==> config.mk <==
export PLATFORM = sky130hd
export DESIGN_NAME = source_text_tokenizer_core
export DESIGN_NICKNAME = d
export VERILOG_FILES = /design/src/design/stt_pkg.sv /design/src/design/stt_scan.sv /design/src/design/stt_fifo.sv /design/src/design/source_text_tokenizer_core.sv
export VERILOG_INCLUDE_DIRS = /design/src /design/src/design
export SDC_FILE = /design/constraint.sdc
export NUM_CORES = 1
export LEC_CHECK = 0
export BUFFER_PORTS_ARGS = -buffer_cell sky130_fd_sc_hd__buf_2
export CORE_MARGIN = 2
export CORE_UTILIZATION = 58
export CTS_CLUSTER_SIZE = 12
export DETAILED_ROUTE_END_ITERATION = 7
export GPL_ROUTABILITY_DRIVEN = 1
export PLACE_DENSITY = 0.88
export SETUP_SLACK_MARGIN = 0.5
export SKIP_LAST_GASP = 1
export SLEW_MARGIN = 0
export SYNTH_ARGS = -nofsm -noshare
export SYNTH_HDL_FRONTEND = slang
export SYNTH_HIERARCHICAL = 1
export SYNTH_SLANG_ARGS = --single-unit
==> constraint.sdc <==
create_clock -name aclk -period 8.7 [get_ports aclk]
set_input_delay 0.435 -clock aclk [delete_from_list [all_inputs] [get_ports aclk]]
set_output_delay 0.435 -clock aclk [all_outputs]
set_load 0.03 [all_outputs]
==> src/design/assert_macros.svh <==
// ----------------------------------------------------------------------------
// assertion macros
// shared concurrent assertion forms for the tokenizer rtl
// ----------------------------------------------------------------------------
`ifndef ASSERT_MACROS_SVH
`define ASSERT_MACROS_SVH

`ifndef SYNTH
`define TOK_ASSERT(lbl, clk, rstn, prop, msg) \
    lbl: assert property (@(posedge clk) disable iff (!rstn) prop) else $error(msg);
`define TOK_NEVER(lbl, clk, rstn, expr, msg) \
    lbl: assert property (@(posedge clk) disable iff (!rstn) !(expr)) else $error(msg);
`else
`define TOK_ASSERT(lbl, clk, rstn, prop, msg)
`define TOK_NEVER(lbl, clk, rstn, expr, msg)
`endif

`endif

==> src/design/stt_pkg.sv <==
// ----------------------------------------------------------------------------
// stt_pkg
// types, constants and helper functions shared by the tokenizer modules
// ----------------------------------------------------------------------------
package stt_pkg;

    localparam int POS_WIDTH  = 32;
    localparam int FIFO_DEPTH = 4;
    localparam int FIFO_AW    = $clog2(FIFO_DEPTH);

    typedef logic [POS_WIDTH-1:0] pos_t;
    typedef logic [5:0]           kind_t;

    // token kinds that the control logic refers to by name
    localparam kind_t K_EOF = 6'd0;
    localparam kind_t K_EQ = 6'd5;
    localparam kind_t K_GT = 6'd6;
    localparam kind_t K_LT = 6'd7;
    localparam kind_t K_MUL = 6'd10;
    localparam kind_t K_EQEQ = 6'd27;
    localparam kind_t K_MULEQ = 6'd46;
    localparam kind_t K_EQEQEQ = 6'd49;
    localparam kind_t K_IDENT = 6'd58;
    localparam kind_t K_INT = 6'd59;
    localparam kind_t K_DEC = 6'd60;
    localparam kind_t K_STR = 6'd61;

    typedef enum logic [4:0] {
        M_IDLE, M_EQ1, M_EQ2, M_CMP1, M_CMP2S, M_CMP2E, M_DBL1, M_DBL2, M_OPT,
        M_XMUL, M_IDENT, M_INT, M_FRAC, M_STR, M_WS, M_HASH1, M_LINE, M_BLOCK
    } mode_t;

    typedef struct packed {
        kind_t       kind;
        logic [31:0] start;
        logic [31:0] length;
        logic        err;
        logic        last;
    } tok_result_t;

    function automatic logic is_alpha(input logic [7:0] b);
        return (b >= "a" && b <= "z") || (b >= "A" && b <= "Z");
    endfunction

    function automatic logic is_digit(input logic [7:0] b);
        return b >= "0" && b <= "9";
    endfunction

    function automatic logic is_space(input logic [7:0] b);
        return b == " " || (b >= 8'd9 && b <= 8'd13);
    endfunction

    // offset difference, saturated to 32 bits
    function automatic logic [31:0] tok_len(input pos_t endp, input pos_t beg);
        pos_t d;
        d = endp - beg;
        if (64'(d) > 64'hFFFF_FFFF) return 32'hFFFF_FFFF;
        return 32'(d);
    endfunction

    // doubling operators: | & ^ /
    function automatic logic [7:0] dbl_char(input kind_t k);
        unique case (k)
            6'd16:   return "&";
            6'd17:   return "^";
            6'd11:   return "/";
            default: return "|";
        endcase
    endfunction

    function automatic kind_t dbl_eq(input kind_t k);
        unique case (k)
            6'd16:   return 6'd38;
            6'd17:   return 6'd39;
            6'd11:   return 6'd47;
            default: return 6'd37;
        endcase
    endfunction

    function automatic kind_t dbl_two(input kind_t k);
        unique case (k)
            6'd16:   return 6'd31;
            6'd17:   return 6'd32;
            6'd11:   return 6'd33;
            default: return 6'd30;
        endcase
    endfunction

    function automatic kind_t dbl_two_eq(input kind_t k);
        unique case (k)
            6'd16:   return 6'd51;
            6'd17:   return 6'd52;
            6'd11:   return 6'd53;
            default: return 6'd50;
        endcase
    endfunction

    function automatic kind_t dbl_one(input kind_t k);
        unique case (k)
            6'd16:   return 6'd16;
            6'd17:   return 6'd17;
            6'd11:   return 6'd11;
            default: return 6'd15;
        endcase
    endfunction

    // single operators that take an optional '='
    function automatic kind_t opt_eq(input kind_t k);
        unique case (k)
            6'd8:    return 6'd44;
            6'd9:    return 6'd45;
            6'd12:   return 6'd34;
            6'd13:   return 6'd43;
            6'd14:   return 6'd48;
            6'd19:   return 6'd41;
            6'd20:   return 6'd42;
            default: return 6'd40;
        endcase
    endfunction

    function automatic kind_t opt_one(input kind_t k);
        unique case (k)
            6'd8, 6'd9, 6'd12, 6'd13, 6'd14, 6'd19, 6'd20: return k;
            default: return 6'd18;
        endcase
    endfunction

endpackage

==> src/design/stt_scan.sv <==
// ----------------------------------------------------------------------------
// stt_scan
// scanner state and the per-byte transition producing up to two results
// ----------------------------------------------------------------------------
`include "assert_macros.svh"

module stt_scan (
    input  logic                aclk,
    input  logic                aresetn,
    input  logic                in_fire,
    input  logic [7:0]          in_byte,
    output stt_pkg::tok_result_t res0,
    output stt_pkg::tok_result_t res1,
    output logic [1:0]          res_cnt
);
    import stt_pkg::*;

    mode_t mode_reg, mode_next;
    pos_t  pos_reg, pos_next;
    pos_t  tb_reg, tb_next;
    kind_t pk_reg, pk_next;
    logic  dq_reg, dq_next;
    logic  esc_reg, esc_next;
    logic  hr_reg, hr_next;
    logic  halted_reg, halted_next;

    logic        again, fin;
    kind_t       fin_kind;
    pos_t        fin_end, nxt;
    logic        bt_emit;
    tok_result_t fin_res, bt_res, err_res;
    logic        str_err;

    // state registers
    always_ff @(posedge aclk) begin
        if (!aresetn) begin
            mode_reg   <= M_IDLE;
            pos_reg    <= '0;
            tb_reg     <= '0;
            pk_reg     <= '0;
            dq_reg     <= 1'b0;
            esc_reg    <= 1'b0;
            hr_reg     <= 1'b0;
            halted_reg <= 1'b0;
        end else if (in_fire && !halted_reg) begin
            mode_reg   <= mode_next;
            pos_reg    <= pos_next;
            tb_reg     <= tb_next;
            pk_reg     <= pk_next;
            dq_reg     <= dq_next;
            esc_reg    <= esc_next;
            hr_reg     <= hr_next;
            halted_reg <= halted_next;
        end
    end

    // transition for one byte
    always_comb begin
        logic [7:0] b;
        b           = in_byte;
        nxt         = pos_reg + pos_t'(1);
        pos_next    = nxt;
        mode_next   = mode_reg;
        tb_next     = tb_reg;
        pk_next     = pk_reg;
        dq_next     = dq_reg;
        esc_next    = esc_reg;
        hr_next     = hr_reg;
        halted_next = halted_reg;
        again       = 1'b0;
        fin         = 1'b0;
        fin_kind    = K_EOF;
        fin_end     = pos_reg;
        str_err     = 1'b0;

        unique case (mode_reg)
            M_EQ1: begin
                if (b == "=") mode_next = M_EQ2;
                else begin fin = 1'b1; fin_kind = K_EQ; again = 1'b1; end
            end
            M_EQ2: begin
                fin = 1'b1;
                if (b == "=") begin fin_kind = K_EQEQEQ; fin_end = nxt; end
                else begin fin_kind = K_EQEQ; again = 1'b1; end
            end
            M_CMP1: begin
                if (b == ((pk_reg == K_GT) ? ">" : "<")) mode_next = M_CMP2S;
                else if (b == "=") mode_next = M_CMP2E;
                else begin fin = 1'b1; fin_kind = pk_reg; again = 1'b1; end
            end
            M_CMP2S, M_CMP2E: begin
                fin = 1'b1;
                if (b == "=") begin
                    fin_end = nxt;
                    if (mode_reg == M_CMP2S) fin_kind = (pk_reg == K_GT) ? 6'd54 : 6'd55;
                    else fin_kind = (pk_reg == K_GT) ? 6'd56 : 6'd57;
                end else begin
                    again = 1'b1;
                    if (mode_reg == M_CMP2S) fin_kind = (pk_reg == K_GT) ? 6'd35 : 6'd36;
                    else fin_kind = (pk_reg == K_GT) ? 6'd28 : 6'd29;
                end
            end
            M_DBL1: begin
                if (b == dbl_char(pk_reg)) mode_next = M_DBL2;
                else if (b == "=") begin
                    fin = 1'b1; fin_kind = dbl_eq(pk_reg); fin_end = nxt;
                end else begin
                    fin = 1'b1; fin_kind = dbl_one(pk_reg); again = 1'b1;
                end
            end
            M_DBL2: begin
                fin = 1'b1;
                if (b == "=") begin fin_kind = dbl_two_eq(pk_reg); fin_end = nxt; end
                else begin fin_kind = dbl_two(pk_reg); again = 1'b1; end
            end
            M_OPT: begin
                fin = 1'b1;
                if (b == "=") begin fin_kind = opt_eq(pk_reg); fin_end = nxt; end
                else begin fin_kind = opt_one(pk_reg); again = 1'b1; end
            end
            M_XMUL: begin
                if (b == "=") begin
                    fin = 1'b1; fin_kind = K_MULEQ; fin_end = nxt;
                end else if (is_alpha(b) || b == "_") begin
                    mode_next = M_IDENT; pk_next = K_IDENT;
                end else begin
                    fin = 1'b1; fin_kind = K_MUL; again = 1'b1;
                end
            end
            M_IDENT: begin
                if (!(is_alpha(b) || is_digit(b) || b == "_")) begin
                    fin = 1'b1; fin_kind = K_IDENT; again = 1'b1;
                end
            end
            M_INT: begin
                if (b == ".") begin
                    mode_next = M_FRAC; pk_next = K_DEC;
                end else if (!is_digit(b)) begin
                    fin = 1'b1; fin_kind = K_INT; again = 1'b1;
                end
            end
            M_FRAC: begin
                if (!is_digit(b)) begin fin = 1'b1; fin_kind = K_DEC; again = 1'b1; end
            end
            M_STR: begin
                if (b == 8'd0) begin
                    str_err = 1'b1; halted_next = 1'b1;
                end else if (esc_reg) esc_next = 1'b0;
                else if (b == "\\") esc_next = 1'b1;
                else if (b == (dq_reg ? "\"" : "'")) begin
                    fin = 1'b1; fin_kind = K_STR; fin_end = nxt;
                end
            end
            M_WS: begin
                if (!is_space(b)) begin mode_next = M_IDLE; again = 1'b1; end
            end
            M_HASH1: begin
                if (b == "#") begin mode_next = M_BLOCK; hr_next = 1'b0; end
                else if (b == "\n" || b == 8'd0) begin mode_next = M_IDLE; again = 1'b1; end
                else mode_next = M_LINE;
            end
            M_LINE: begin
                if (b == "\n" || b == 8'd0) begin mode_next = M_IDLE; again = 1'b1; end
            end
            M_BLOCK: begin
                if (b == 8'd0) begin mode_next = M_IDLE; again = 1'b1; end
                else if (b == "#") begin
                    if (hr_reg) begin hr_next = 1'b0; mode_next = M_IDLE; end
                    else hr_next = 1'b1;
                end else hr_next = 1'b0;
            end
            default: again = 1'b1;
        endcase

        if (fin) mode_next = M_IDLE;

        // start of a new token at this byte
        bt_emit = 1'b0;
        bt_res  = '0;
        bt_res.start = 32'(pos_reg);
        if (again) begin
            tb_next   = pos_reg;
            mode_next = M_IDLE;
            priority case (b)
                8'd0: begin
                    bt_emit = 1'b1; bt_res.kind = K_EOF; halted_next = 1'b1;
                end
                ":": begin bt_emit = 1'b1; bt_res.kind = 6'd1; bt_res.length = 32'd1; end
                ".": begin bt_emit = 1'b1; bt_res.kind = 6'd2; bt_res.length = 32'd1; end
                ",": begin bt_emit = 1'b1; bt_res.kind = 6'd3; bt_res.length = 32'd1; end
                ";": begin bt_emit = 1'b1; bt_res.kind = 6'd4; bt_res.length = 32'd1; end
                "(": begin bt_emit = 1'b1; bt_res.kind = 6'd21; bt_res.length = 32'd1; end
                ")": begin bt_emit = 1'b1; bt_res.kind = 6'd22; bt_res.length = 32'd1; end
                "[": begin bt_emit = 1'b1; bt_res.kind = 6'd23; bt_res.length = 32'd1; end
                "]": begin bt_emit = 1'b1; bt_res.kind = 6'd24; bt_res.length = 32'd1; end
                "{": begin bt_emit = 1'b1; bt_res.kind = 6'd25; bt_res.length = 32'd1; end
                "}": begin bt_emit = 1'b1; bt_res.kind = 6'd26; bt_res.length = 32'd1; end
                "|": begin mode_next = M_DBL1; pk_next = 6'd15; end
                "&": begin mode_next = M_DBL1; pk_next = 6'd16; end
                "^": begin mode_next = M_DBL1; pk_next = 6'd17; end
                "/": begin mode_next = M_DBL1; pk_next = 6'd11; end
                "~": begin mode_next = M_OPT; pk_next = 6'd18; end
                "-": begin mode_next = M_OPT; pk_next = 6'd8; end
                "+": begin mode_next = M_OPT; pk_next = 6'd9; end
                "%": begin mode_next = M_OPT; pk_next = 6'd12; end
                "!": begin mode_next = M_OPT; pk_next = 6'd13; end
                "?": begin mode_next = M_OPT; pk_next = 6'd14; end
                "@": begin mode_next = M_OPT; pk_next = 6'd19; end
                "*": begin mode_next = M_OPT; pk_next = 6'd20; end
                ">": begin mode_next = M_CMP1; pk_next = K_GT; end
                "<": begin mode_next = M_CMP1; pk_next = K_LT; end
                "\"", "'": begin
                    mode_next = M_STR; dq_next = (b == "\""); esc_next = 1'b0;
                end
                "=": mode_next = M_EQ1;
                " ", "\t", "\n": mode_next = M_WS;
                "#": mode_next = M_HASH1;
                default: begin
                    if (is_digit(b)) begin
                        mode_next = M_INT; pk_next = K_INT;
                    end else if (b == "x") mode_next = M_XMUL;
                    else if (is_alpha(b) || b == "_") begin
                        mode_next = M_IDENT; pk_next = K_IDENT;
                    end else begin
                        bt_emit = 1'b1; bt_res.kind = K_EOF; bt_res.length = 32'd1;
                        bt_res.err = 1'b1; halted_next = 1'b1;
                    end
                end
            endcase
        end

        // results of a finished token and of an unterminated string
        fin_res        = '0;
        fin_res.kind   = fin_kind;
        fin_res.start  = 32'(tb_reg);
        fin_res.length = tok_len(fin_end, tb_reg);
        err_res        = '0;
        err_res.start  = 32'(tb_reg);
        err_res.length = tok_len(pos_reg, tb_reg);
        err_res.err    = 1'b1;

        // pack into result slots, last flag on the final one
        res0    = '0;
        res1    = '0;
        res_cnt = 2'd0;
        if (!halted_reg) begin
            if (str_err) begin
                res0 = err_res; res0.last = 1'b1; res_cnt = 2'd1;
            end else if (fin && bt_emit) begin
                res0 = fin_res; res1 = bt_res; res1.last = 1'b1; res_cnt = 2'd2;
            end else if (fin) begin
                res0 = fin_res; res0.last = 1'b1; res_cnt = 2'd1;
            end else if (bt_emit) begin
                res0 = bt_res; res0.last = 1'b1; res_cnt = 2'd1;
            end
        end
    end

    // checks
    `TOK_ASSERT(a_halt_sticks, aclk, aresetn, halted_reg |=> halted_reg, "halt released")
    `TOK_ASSERT(a_halt_frozen, aclk, aresetn, halted_reg |=> $stable(pos_reg), "pos moved while halted")
    `TOK_NEVER(a_pair_first_ok, aclk, aresetn, res_cnt == 2'd2 && (res0.err || res0.last), "bad pair")
endmodule

==> src/design/stt_fifo.sv <==
// ----------------------------------------------------------------------------
// stt_fifo
// small result queue taking up to two beats per cycle and giving one
// ----------------------------------------------------------------------------
`include "assert_macros.svh"

module stt_fifo (
    input  logic                 aclk,
    input  logic                 aresetn,
    input  logic [1:0]           push_cnt,
    input  stt_pkg::tok_result_t push0,
    input  stt_pkg::tok_result_t push1,
    output logic                 room,
    output logic                 out_valid,
    input  logic                 out_ready,
    output stt_pkg::tok_result_t out_data
);
    import stt_pkg::*;

    tok_result_t            mem_reg [FIFO_DEPTH];
    logic [FIFO_AW-1:0]     wp_reg, wp_next, rp_reg, rp_next;
    logic [FIFO_AW:0]       cnt_reg, cnt_next;
    logic                   pop;

    assign pop       = out_valid && out_ready;
    assign out_valid = cnt_reg != '0;
    assign out_data  = mem_reg[rp_reg];
    assign room      = cnt_reg <= (FIFO_AW+1)'(FIFO_DEPTH - 2);

    // pointer and count update
    always_comb begin
        wp_next  = wp_reg + FIFO_AW'(push_cnt);
        rp_next  = rp_reg + FIFO_AW'(pop);
        cnt_next = cnt_reg + (FIFO_AW+1)'(push_cnt) - (FIFO_AW+1)'(pop);
    end

    always_ff @(posedge aclk) begin
        if (!aresetn) begin
            wp_reg  <= '0;
            rp_reg  <= '0;
            cnt_reg <= '0;
        end else begin
            wp_reg  <= wp_next;
            rp_reg  <= rp_next;
            cnt_reg <= cnt_next;
        end
    end

    // entry storage
    always_ff @(posedge aclk) begin
        if (push_cnt != 2'd0) mem_reg[wp_reg] <= push0;
        if (push_cnt == 2'd2) mem_reg[wp_reg + FIFO_AW'(1)] <= push1;
    end

    // checks
    `TOK_NEVER(a_cnt_range, aclk, aresetn, cnt_reg > (FIFO_AW+1)'(FIFO_DEPTH), "count overflow")
    `TOK_NEVER(a_no_overrun, aclk, aresetn, push_cnt != 2'd0 && !room, "push without room")
    `TOK_ASSERT(a_pop_only, aclk, aresetn, (pop && push_cnt == 2'd0) |=> cnt_reg == $past(cnt_reg) - 1'b1, "pop count")
endmodule

==> src/design/source_text_tokenizer_core.sv <==
// ----------------------------------------------------------------------------
// source_text_tokenizer_core
// streaming tokenizer: one source byte per beat in, token beats out
// ----------------------------------------------------------------------------
// the byte that completes a token writes its beat into the result queue
// throughput: one byte per cycle while the result queue has room; a byte that
//   yields two tokens pushes two beats into the four-entry result queue
// input stalls only while the result queue holds more than two beats
// reset: synchronous active-low aresetn clears scanner state and the queue
module source_text_tokenizer_core (
    input  logic        aclk,
    input  logic        aresetn,
    input  logic        s_valid,
    output logic        s_ready,
    input  logic [7:0]  s_text_byte,
    output logic        m_valid,
    input  logic        m_ready,
    output logic [5:0]  m_token_kind,
    output logic [31:0] m_token_start,
    output logic [31:0] m_token_length,
    output logic        m_lex_error,
    output logic        m_last_result
);
    import stt_pkg::*;

    tok_result_t res0, res1, head;
    logic [1:0]  res_cnt, push_cnt;
    logic        room, fire;

    assign s_ready  = room;
    assign fire     = s_valid && s_ready;
    assign push_cnt = fire ? res_cnt : 2'd0;

    // byte scanner
    stt_scan u_scan (
        .aclk    (aclk),
        .aresetn (aresetn),
        .in_fire (fire),
        .in_byte (s_text_byte),
        .res0    (res0),
        .res1    (res1),
        .res_cnt (res_cnt)
    );

    // result queue
    stt_fifo u_fifo (
        .aclk      (aclk),
        .aresetn   (aresetn),
        .push_cnt  (push_cnt),
        .push0     (res0),
        .push1     (res1),
        .room      (room),
        .out_valid (m_valid),
        .out_ready (m_ready),
        .out_data  (head)
    );

    assign m_token_kind   = head.kind;
    assign m_token_start  = head.start;
    assign m_token_length = head.length;
    assign m_lex_error    = head.err;
    assign m_last_result  = head.last;
endmodule
Word-level counts from Yosys, hierarchy flattened

Memory sizes are Yosys's and may differ from the RTL's. A register that Yosys moved wholly into a read port is not among the register bits.
Cells that the tools add are included.

Memories kept: 1
RAM bits: 288
Output and inout bits: 74
Input bits: 12
Register bits: 86
Logic and storage cells: 291

Magnitude comparators: 9
Equal/unequal tests: 78
Mux-type cells: 143
Add/sub/neg operators: 8
Reductions and logical operators: 41

Memory list:

| memory         | words | width | read ports | clocked after memory_dff | write ports | RTL line       | RTL |
|---|---|---|---|---|---|---|---|
| u_fifo.mem_reg | 4     | 72    | 1          | 1                        | 2           | stt_fifo.sv:20 | `tok_result_t mem_reg [FIFO_DEPTH];` |

Operators by type and width:

| cell                                                 | count |
|---|---|
| two-way mux 72 bit                                   | 8 |
| two-way mux 32 bit                                   | 6 |
| equality test 8 x 6 -> 1 bit (second input constant) | 21 |
| two-way mux 6 bit                                    | 28 |
| two-way mux 33 bit                                   | 3 |
| case mux 32 bit (3 select lines)                     | 1 |
| two-way mux 5 bit                                    | 18 |
| case mux 6 bit (15 select lines)                     | 1 |
| equality test 8 x 7 -> 1 bit (second input constant) | 11 |
| case mux 6 bit (12 select lines)                     | 1 |
| case mux 32 bit (2 select lines)                     | 1 |
| subtractor 32 bit                                    | 2 |
| case mux 5 bit (10 select lines)                     | 1 |
| two-way mux 1 bit                                    | 47 |
| case mux 5 bit (9 select lines)                      | 1 |
| equality test 5 x 4 -> 1 bit (second input constant) | 8 |
| case mux 5 bit (8 select lines)                      | 1 |
| equality test 6 x 4 -> 1 bit (second input constant) | 6 |
| case mux 5 bit (7 select lines)                      | 1 |
| adder 32 x 1 -> 32 bit (second input constant)       | 1 |
| OR reduction 32 bit                                  | 1 |
| OR reduction 31 bit                                  | 1 |
| equality test 6 x 5 -> 1 bit (second input constant) | 4 |
| equality test 8 bit                                  | 3 |
| other kinds (60)                                     | 103 |

Depth between registers and ports, before layout

Depth in word-level cells: 18
Gate-level depth with buffers: 25
Depth with buffers taken out: 22

Hierarchy

The synthesis kept the hierarchy.

By module, submodules not included:

| module                     | instances | cells an instance | area an instance (um^2) | seq. area each (um^2) |
|---|---|---|---|---|
| stt_fifo                   | 1         | 744               | 14990.6                 | 8788.4 |
| stt_scan                   | 1         | 1618              | 10675.2                 | 1581.5 |
| source_text_tokenizer_core | 1         | 3                 | 18.8                    | 0.0 |

Least setup slack after synthesis

Ideal clock, no wire load.

Path kind: flip-flop to flip-flop
Start: register u_scan.pk_reg[3]
End: memory u_fifo/mem_reg[2][0] in the netlist's numbering, enable pin
Cell stages (with the launch flop): 18
Required time: 8.174 ns
Arrival: 7.641 ns
Setup time: 0.526 ns
Buffers on the path: 4
Slack: 0.533 ns
Path through: dfxtp_1 > or4b_4 > or3_1 > a2111oi_0 > and4_1 > buf_4 > o221ai_2 > a2111o_1 > buf_4 > and3_4 > buf_6 > ha_1 > nor2_1 > nor2_1 > buf_4 > and3_1 > or3b_2 > a21oi_1

RTL lines:

| item                   | RTL line       | RTL |
|---|---|---|
| start, declared        | stt_scan.sv:21 | `kind_t pk_reg, pk_next;` |
| start signal, assigned | stt_scan.sv:49 | `pk_reg <= pk_next;` |
| end, declared          | stt_fifo.sv:20 |  |

==> results.py <==
metrics = {
    "run_status": {
        "outcome": "finished clean",
    },
    "floorplan": {
        "initial_utilization_pct": 58.5,
        "core_um2": 43900,
        "die-area_um2": 46000,
        "row_count": 77,
        "die_y_um": 214,
        "io_pins": 86,
        "die_w_um": 214,
    },
    "setup_path": {
        "crit_fanout": 35,
        "reg2reg_setup_slack_ps": 1620,
        "worst_ep_required_time_ps": 9010,
        "startpoint_type": "register",
        "cp-end-kind": "register",
        "crit_type": "register to register",
        "cp.arrival_ps": 7390,
    },
    "yosys": {
        "postSynthAreaPerCell_um2": 10.9,
        "syn_inst": 2365,
        "async_flop_share_pct": 0,
        "synthFlopType": "edfxtp_1",
        "synth_area_um2": 25700,
        "synth_edf_count": 288,
        "synth.distinct_cells": 94,
        "yosysSeqAreaShare_pct": 40.4,
        "ys_ff_latch": 374,
        "ys_warn_count": 6,
    },
    "power_and_ir_drop": {
        "power_density_nw_per_um2": 278,
        "combPwrFrac_pct": 43.5,
        "intPower_uw": 4570,
        "sw_frac_of_total_pct": 39.8,
        "peakVddDrop_v": 0.000237,
        "p_leak_uw": 0.0101,
        "power_uw": 7590,
        "switchingPower_uw": 3020,
        "power_frac_clock_pct": 22.2,
        "seqPwrFrac_pct": 34.4,
    },
    "grt": {
        "grt_max_degree": 73,
        "grt_pass1_wl_um": 113000,
        "antenna_found_initial": 0,
        "grt_pass1_vias": 19500,
        "grt.overflow.total": 0,
        "grt_usage_pct": 31.4,
    },
    "layout": {
        "area_growth_pct": 6.35,
        "utilization_pct": 62.2,
        "largest_register_ff_count": 288,
        "design_area_um2": 27300,
        "regArea_um2": 10400,
        "final_nets": 2447,
        "n_antenna_cell": 0,
        "fillCellCount": 3465,
        "multi_input_area_um2": 13900,
        "drive_gt1_share_pct": 24.1,
    },
    "clock_network": {
        "clock-sinks": 374,
        "ctsHoldBuffers": 0,
        "clk_path_buf_depth": 3,
        "cts_tree": "built",
        "cts_resized": 0,
        "postCtsSetupBuffers": 0,
        "htreeDepth": 2,
        "clk_pin_slew_ps": 60,
        "cts_made_buffers": 41,
        "root_buffer": "clkbuf_16",
        "clock_latency_ps": 570,
    },
    "sta": {
        "finalHoldViolCount": 0,
        "worst_clock_skew_ps": 20.5,
        "slew_viol_final": 0,
        "rsz0062_at_grt": "no",
        "slew_headroom_pct": 16.9,
        "tightestPinTransition_ps": 1250,
        "setup_tns_ps": 0,
        "max_freq_mhz": 141,
        "whs_ps": 236,
        "period_share_pct": 81.4,
        "min_period_ps": 7080,
        "finalSetupViolCount": 0,
    },
    "drt": {
        "routedWlPerCell_um": 24.7,
        "drt_first_pass_iters": 8,
        "num_vias": 19500,
        "via_per_inst": 6.54,
        "drc": 0,
        "wirelength_um": 73700,
        "drt_iter0_drc": 2023,
        "ant_nets": 0,
    },
    "placement": {
        "gp_congestion": 0.952,
        "dp_hpwl_um": 50400,
        "numPortBuffers": 85,
        "placed_cell_area_um2": 26100,
    },
    "run": {
        "drv_cap": 0,
    },
    "worst_hold_path": {
        "hold_path.class": "input pin to register",
    },
}
## final cells by class
| type | instances | area share [%] |
|---|---|---|
| clock buffer | 56 | 4.04 |
| clock inverter | 15 | 0.586 |
| inverter | 70 | 0.962 |
| multi-input combinational | 1754 | 51.0 |
| sequential | 374 | 38.0 |
| tap | 592 | 2.71 |
| timing repair buffer | 121 | 2.68 |
## Yosys cell counts (45+ instances only)
cell type / number / area share, %
a21oi_1: 154 / 3.0
and3_1: 56 / 1.4
buf_4: 48 / 1.4
clkbuf_1: 88 / 1.3
dfxtp_1: 86 / 6.7
edfxtp_1: 288 / 34
ha_1: 70 / 3.4
inv_1: 69 / 1.0
mux2_2: 167 / 7.3
mux2_4: 120 / 7.0
mux4_2: 72 / 6.3
nand2_1: 228 / 3.3
nand3_1: 45 / 0.88
nor2_1: 149 / 2.2
o21ai_0: 78 / 1.5
xnor2_1: 68 / 2.3
## logic make-up after synthesis
kind of cell / synth area share, %
other cells: 0.0146
compound gates: 11.6
mux: 21.0
buf+inv: 6.04
flops: 40.4
fa+ha+maj: 3.64
simple gates: 13.5
xor+xnor: 3.86
## through the flow
step / instances / setup WS, ps
2_1_floorplan: 2396 / 533
3_3_place_gp: 2911 / 1970
3_5_place_dp: 2911 / 1690
4_1_cts: 2982 / 1780
5_1_grt: 2982 / 1350
6_report: 2982 / 1620
## worst paths after layout
path                                  from                               to  cells past startpoint
min                                m_ready      u_fifo/rp_reg[0]$_SDFF_PN0_                      3
max          u_scan/pk_reg[1]$_SDFFE_PN0P_  u_fifo/mem_reg[3][31]$_DFFE_PP_                     14
max reg2reg  u_scan/pk_reg[1]$_SDFFE_PN0P_  u_fifo/mem_reg[3][31]$_DFFE_PP_                     14
min reg2reg  u_scan/tb_reg[8]$_SDFFE_PN0P_    u_scan/tb_reg[8]$_SDFFE_PN0P_                      2
## critical path: stages, from the launching register on
cell	delay, ps
dfxtp_1	710
or3b_2	540
or4_1	480
a31oi_1	250
nor2_1	80
o221ai_2	60
a2111o_1	650
and3_4	370
ha_1	1000
nand2_1	340
inv_1	340
and3_1	360
and4bb_4	660
buf_4	560
mux2_4	350
## cell usage in the layout, fill, tap and decap left out, drive strengths merged, types with 8 or more instances in the layout
master    n
clkinv   10
a21o     23
nor2b    18
and3     58
nor2    150
or2      10
o21bai   10
dfxtp    86
mux2    288
clkbuf   56
nand2   229
and2     39
xnor2    68
ha       70
nor3     39
inv      71
nand2b   28
conb     32
xor2     40
buf     121
nor4      8
mux2i     8
a22oi    15
edfxtp  288
a211oi   13
a21boi   29
o21a     11
a31oi    27
or3      27
o22ai     8
nand3    45
o31ai     8
mux4     72
o21ai    98
nand4    16
a21oi   154
## power groups by stage
stage                     Combinational (µW)  Sequential (µW)  Clock, µW
after floorplan                         2440             2580          0
after global placement                  3190             2600          0
final                                   3300             2610       1680
after global routing                    3460             2640       1760
after CTS                               3270             2610       1690
after detailed placement                3240             2640          0
## layer usage
metal,wire [µm],track usage (%)
met3,5200,4.50
met1,29200,40.3
met4,3460,14.7
met5,0,0
met2,35800,52.8
No activity file was read; power rests on OpenSTA's default activity.
